## src/hw/rtl/lps_pkg.sv

```systemverilog
`timescale 1ns / 1ps
// ----------------------------------------------------------------------------
// lps_pkg
// Shared sizes, command and status codes, and the controller/datapath
// interface structs of the linear prime sieve lookup core.
// ----------------------------------------------------------------------------
package lps_pkg;

    localparam int TABLE_SIZE  = 1048576;
    localparam int PRIME_SLOTS = 131072;

    localparam int VAL_W  = 20;
    localparam int CMD_W  = 2;
    localparam int STAT_W = 2;
    localparam int PCNT_W = 18;

    localparam int TAB_AW = $clog2(TABLE_SIZE);
    localparam int PS_AW  = $clog2(PRIME_SLOTS);
    localparam int CNT_W  = $clog2(PRIME_SLOTS + 1);

    localparam logic [VAL_W-1:0] LIMIT_RESET = VAL_W'(1048575);

    localparam logic [CMD_W-1:0] CMD_BUILD = 2'd0;
    localparam logic [CMD_W-1:0] CMD_VALUE = 2'd1;
    localparam logic [CMD_W-1:0] CMD_INDEX = 2'd2;

    localparam logic [STAT_W-1:0] ST_OK        = 2'd0;
    localparam logic [STAT_W-1:0] ST_NOT_BUILT = 2'd1;
    localparam logic [STAT_W-1:0] ST_RANGE     = 2'd2;

    typedef struct packed {
        logic idle;
        logic accept;
        logic clr;
        logic lpi_chk;
        logic p_rd;
        logic p_mul;
        logic p_chk;
        logic finish;
    } lps_ctl_t;

    typedef struct packed {
        logic in_build;
        logic clr_last;
        logic i_over;
        logic lp_new;
        logic store_full;
        logic j_end;
        logic p_stop;
    } lps_sts_t;

endpackage

```

## src/hw/rtl/lps_ctrl.sv

```systemverilog
`timescale 1ns / 1ps
// ----------------------------------------------------------------------------
// lps_ctrl
// Sequencer for build (clear pass, sieve walk, marking loop) and queries.
// ----------------------------------------------------------------------------
module lps_ctrl (
    input  logic              clk,
    input  logic              rst_n,
    input  logic              start,
    input  lps_pkg::lps_sts_t sts,
    output lps_pkg::lps_ctl_t ctl,
    output logic              busy
);
    import lps_pkg::*;

    typedef enum logic [7:0] {
        S_IDLE    = 8'b0000_0001,
        S_CLEAR   = 8'b0000_0010,
        S_LPI_RD  = 8'b0000_0100,
        S_LPI_CHK = 8'b0000_1000,
        S_P_RD    = 8'b0001_0000,
        S_P_MUL   = 8'b0010_0000,
        S_P_CHK   = 8'b0100_0000,
        S_RESULT  = 8'b1000_0000
    } state_t;

    state_t state_reg;
    state_t state_next;

    always_ff @(posedge clk or negedge rst_n)
    begin
        if (!rst_n)
        begin
            state_reg <= S_IDLE;
        end
        else
        begin
            state_reg <= state_next;
        end
    end

    always_comb
    begin
        ctl        = '0;
        state_next = state_reg;
        unique case (state_reg)
            S_IDLE:
            begin
                ctl.idle = 1'b1;
                if (start)
                begin
                    ctl.accept = 1'b1;
                    state_next = sts.in_build ? S_CLEAR : S_RESULT;
                end
            end
            S_CLEAR:
            begin
                ctl.clr = 1'b1;
                if (sts.clr_last)
                begin
                    state_next = S_LPI_RD;
                end
            end
            S_LPI_RD:
            begin
                state_next = sts.i_over ? S_RESULT : S_LPI_CHK;
            end
            S_LPI_CHK:
            begin
                ctl.lpi_chk = 1'b1;
                state_next  = (sts.lp_new && sts.store_full) ? S_RESULT : S_P_RD;
            end
            S_P_RD:
            begin
                ctl.p_rd   = 1'b1;
                state_next = sts.j_end ? S_LPI_RD : S_P_MUL;
            end
            S_P_MUL:
            begin
                ctl.p_mul  = 1'b1;
                state_next = S_P_CHK;
            end
            S_P_CHK:
            begin
                ctl.p_chk  = 1'b1;
                state_next = sts.p_stop ? S_LPI_RD : S_P_RD;
            end
            S_RESULT:
            begin
                ctl.finish = 1'b1;
                state_next = S_IDLE;
            end
            default:
            begin
                state_next = S_IDLE;
            end
        endcase
    end

    assign busy = (state_reg != S_IDLE);

endmodule

```

## config.mk

```make
export PLATFORM = sky130hd
export DESIGN_NAME = lps_ctrl
export DESIGN_NICKNAME = d
export VERILOG_FILES = /design/src/hw/rtl/lps_pkg.sv /design/src/hw/rtl/lps_ctrl.sv
export SDC_FILE = /design/constraint.sdc
export NUM_CORES = 1
export LEC_CHECK = 0
export BUFFER_PORTS_ARGS = -buffer_cell sky130_fd_sc_hd__buf_2
export CORE_AREA = 4 4 41 43
export CTS_BUF_LIST = sky130_fd_sc_hd__clkbuf_8
export DETAILED_ROUTE_END_ITERATION = 10
export DIE_AREA = 0 0 45 47
export PLACE_DENSITY = 0.69
export SLEW_MARGIN = 20
export SYNTH_ARGS = -nofsm -noshare
export SYNTH_HDL_FRONTEND = slang
export SYNTH_SLANG_ARGS = --single-unit
```

## constraint.sdc

```tcl
create_clock -name clk -period 3.5 [get_ports clk]
set_input_delay 0.175 -clock clk [delete_from_list [all_inputs] [get_ports clk]]
set_output_delay 0.175 -clock clk [all_outputs]
set_load 0.05 [all_outputs]
```

==> results.md <==
- Met2 Track Usage GR: 22.3%
- Gr usage total: 12.8%
- Proportion of layout cells with a drive suffix above 1: 32.9%
- GP Congestion: 0.691
- Row count: 13
- Most frequent cell after synthesis: nor2_1
- Crit Path Class: flop to primary output
- Main flop type after synthesis: dfrtp_1
- GR peak layer: met2
- FF-to-FF End: state_reg[7]$_DFFE_PN0P_
- Area leader, netlist: dfrtp_1
- HP Class: input port to flop
- Synth Register Bits: 8
- XOR/XNOR share of the synthesized area: 1.56%
- Simple-gate share of the synthesized area: 42.8%
- Hold Path Stages: 2
- Skew final: 0.00206 ns
- Inst Count DP: 95
- Initial drt markers: 15
- TritonCTS clock tree: built
- Initial antenna violation count: 0
- Syn Nets: 75
- Static leakage: 0.325 nW
- Post-Synthesis Cell Area: 562 sq um
- Number of distinct library cells after synthesis: 32
- First-pass GRT wire length: 2010 microns
- Post-Layout Cell Count: 100
- Main combinational cell family by area after synthesis: simple AND/OR/NAND/NOR gates
- Launching point of the worst reg2reg path: state_reg[6]$_DFFE_PN0P_
- Wirelength, routed: 1160 microns
- Cell Area, Placed: 648 sq um
- Max incr delay on CP: 0.45 ns
- Max reg flops: 8
- Fin. Hold Viols: 0
- Final Cell Area: 703 sq um
- CTS resizes: 0
- Synthesized instance count: 65
- Ant. Diodes: 0
- Die Area: 2120 sq um
- Port bufs: 18
- Clock sinks: 8
- Tot Pwr: 0.000545 W
- Hold_sp: sts[4]
- R2R setup slack: 1.86 ns
- Met3 Use GR: 2.68%
- Register area: 201 sq um
- FF-to-FF path depth: 4
- Fin Setup TNS: 0 ns
- Synth Area in Compound Gates: 12.7%
- Via-to-Cell Ratio: 5.30
- Reg clk slew, reported paths: 0.04 ns
- CP cell instances: nor4_2 > nand2_2 > nor2_1 > and2_1 > buf_2
- Average size of a mapped cell: 8.64 sq um
- Slowest CP cell: nor4_2
- Adder-cell share of the synthesized area: 0%
- Fin crit period: 2.03 ns
- Status: complete, no violations
- Startpoint types: flop
- Largest net degree at the start of global routing: 10
- DIE HEIGHT: 47 microns
- CTS H-Tree Depth: 1
- Initial Util: 43.2%
- Nets@finish: 96
- HPWL reported at the end of detailed placement: 938 microns
- CP delay by family, top: simple AND/OR/NAND/NOR gates
- WP data arrival: 1.86 ns
- M1 GR Usage: 15.4%
- Final Cycle Share: 58.1%
- Worst slew margin: 72.5%
- Final Max Slew Viols: 0
- Vias in the first global route: 487
- Num ports: 19
- Fill cells: 125
- Final setup violation count: 0
- DR WL/cell: 11.6 microns
- Detail Route Antenna Nets: 0
- Maximum buffer depth of the clock tree: 2
- Vias: 530
- FMAX: 0.492 GHz
- Data required time of the worst path: 3.32 ns
- Yosys Warn Count: 0
- Worst-margin pin slew: 0.408 ns
- Max cap viols: 0
- Clock Tree Root: clkbuf_8
- Seq/Total Area, Yosys: 35.9%
- Maximum vdd drop: 0.660 mV
- Synth top area cells: dfrtp_1, nor2_1, nor3b_1
- Hold EP: state_reg[3]$_DFFE_PN0P_
- CORE AREA: 1300 sq um
- Top post-synthesis cells by count: nor2_1, dfrtp_1, nand2_1
- Clock latency at the later pin of the worst-skew pair: 0.23 ns
- Total gr overflow: 0
- CP endpoint kind: primary output
- Drt pass-1 iters: 4
- Worst Path Max Fanout: 7
- RSZ-0062 raised after global routing: no
- Area growth from synthesis to layout: 25.2%
- Area of the multi-input gates: 330 sq um
- Drt drc: 0
- Number of CTS-inserted buffers: 3
- Mux cell area share after synthesis: 1.78%
- DIE WIDTH: 45 microns
- Top-area cell type share of the netlist area: 31.2%
- PwrDens: 775 nW/um^2
- CP Buf/Inv Count: 1
- EDFF count, synth: 0
- Asr flop ratio synth: 100%
-- metrics by stage --
stage	setup slack, ns	hold slack (ns)	utilization [%]
after CTS	1.46	0.100	54.0
after detailed placement	1.71	0.0319	49.8
final	1.47	0.106	54.0
after floorplan	0.753	-0.121	-
after global routing	1.31	0.110	54.0
after global placement	1.77	0.0293	49.8
-- worst max path at each step --
stage / from / slack, ns / endpoint / cells after the start
after detailed placement: state_reg[6]$_DFFE_PN0P_ / 1.71 / ctl[6] / 5
after global placement: state_reg[1]$_DFFE_PN0P_ / 1.77 / ctl[0] / 4
after global routing: state_reg[6]$_DFFE_PN0P_ / 1.31 / ctl[6] / 5
after CTS: state_reg[6]$_DFFE_PN0P_ / 1.46 / ctl[6] / 5
final: state_reg[6]$_DFFE_PN0P_ / 1.47 / ctl[6] / 5
after floorplan: state_reg[4]$_DFFE_PN0P_ / 0.75 / ctl[0] / 4
-- report_power, final --
part / switching, W / leakage (nW) / internal [W]
combinational: 0.000198 / 0.191 / 0.0000944
sequential: 0.0000261 / 0.107 / 0.000113
clock: 0.0000377 / 0.0269 / 0.0000761
total: 0.000262 / 0.325 / 0.000284
-- cell usage in the layout (no fill, tap or decap), types with 2 or more instances in the layout --
cell type,netlist,routed
clkbuf_8,0,3
nor2b_1,2,2
dfrtp_1,7,7
nor2_1,10,10
nor4_2,2,2
nor3b_1,5,5
nand2b_1,3,3
nand3_1,2,2
o21ai_1,2,2
inv_1,2,3
nand2_1,7,7
buf_2,0,18
nor3_1,2,2
-- cell type report --
type	instances	share of cell area, %
clock buffer	3	5.87
clock inverter	1	0.534
inverter	2	1.07
multi-input combinational	52	47.0
sequential	8	28.6
tap	15	2.67
timing repair buffer	19	14.2
-- per-layer routing --
layer  up-vias  part of all wire (%)  wire [microns]
met5         -                     0               0
met4         0                  0.95              11
met3         2                   4.2              49
met2        11                    48             559
met1       247                    46             538
li1        270                     -               -
-- kinds of logic after synthesis --
group | after synthesis
xor+xnor | 1
compound gates | 10
mux | 1
flops | 8
simple gates | 40
buf+inv | 5
-- timing repair --
action	4_1_cts	5_1_grt
endpoints found under the hold margin	7	0
endpoints found under the setup margin	0	0
hold buffers	1	0
buffers inserted	0	0
Note: power is estimated with default switching activity, not from simulation.
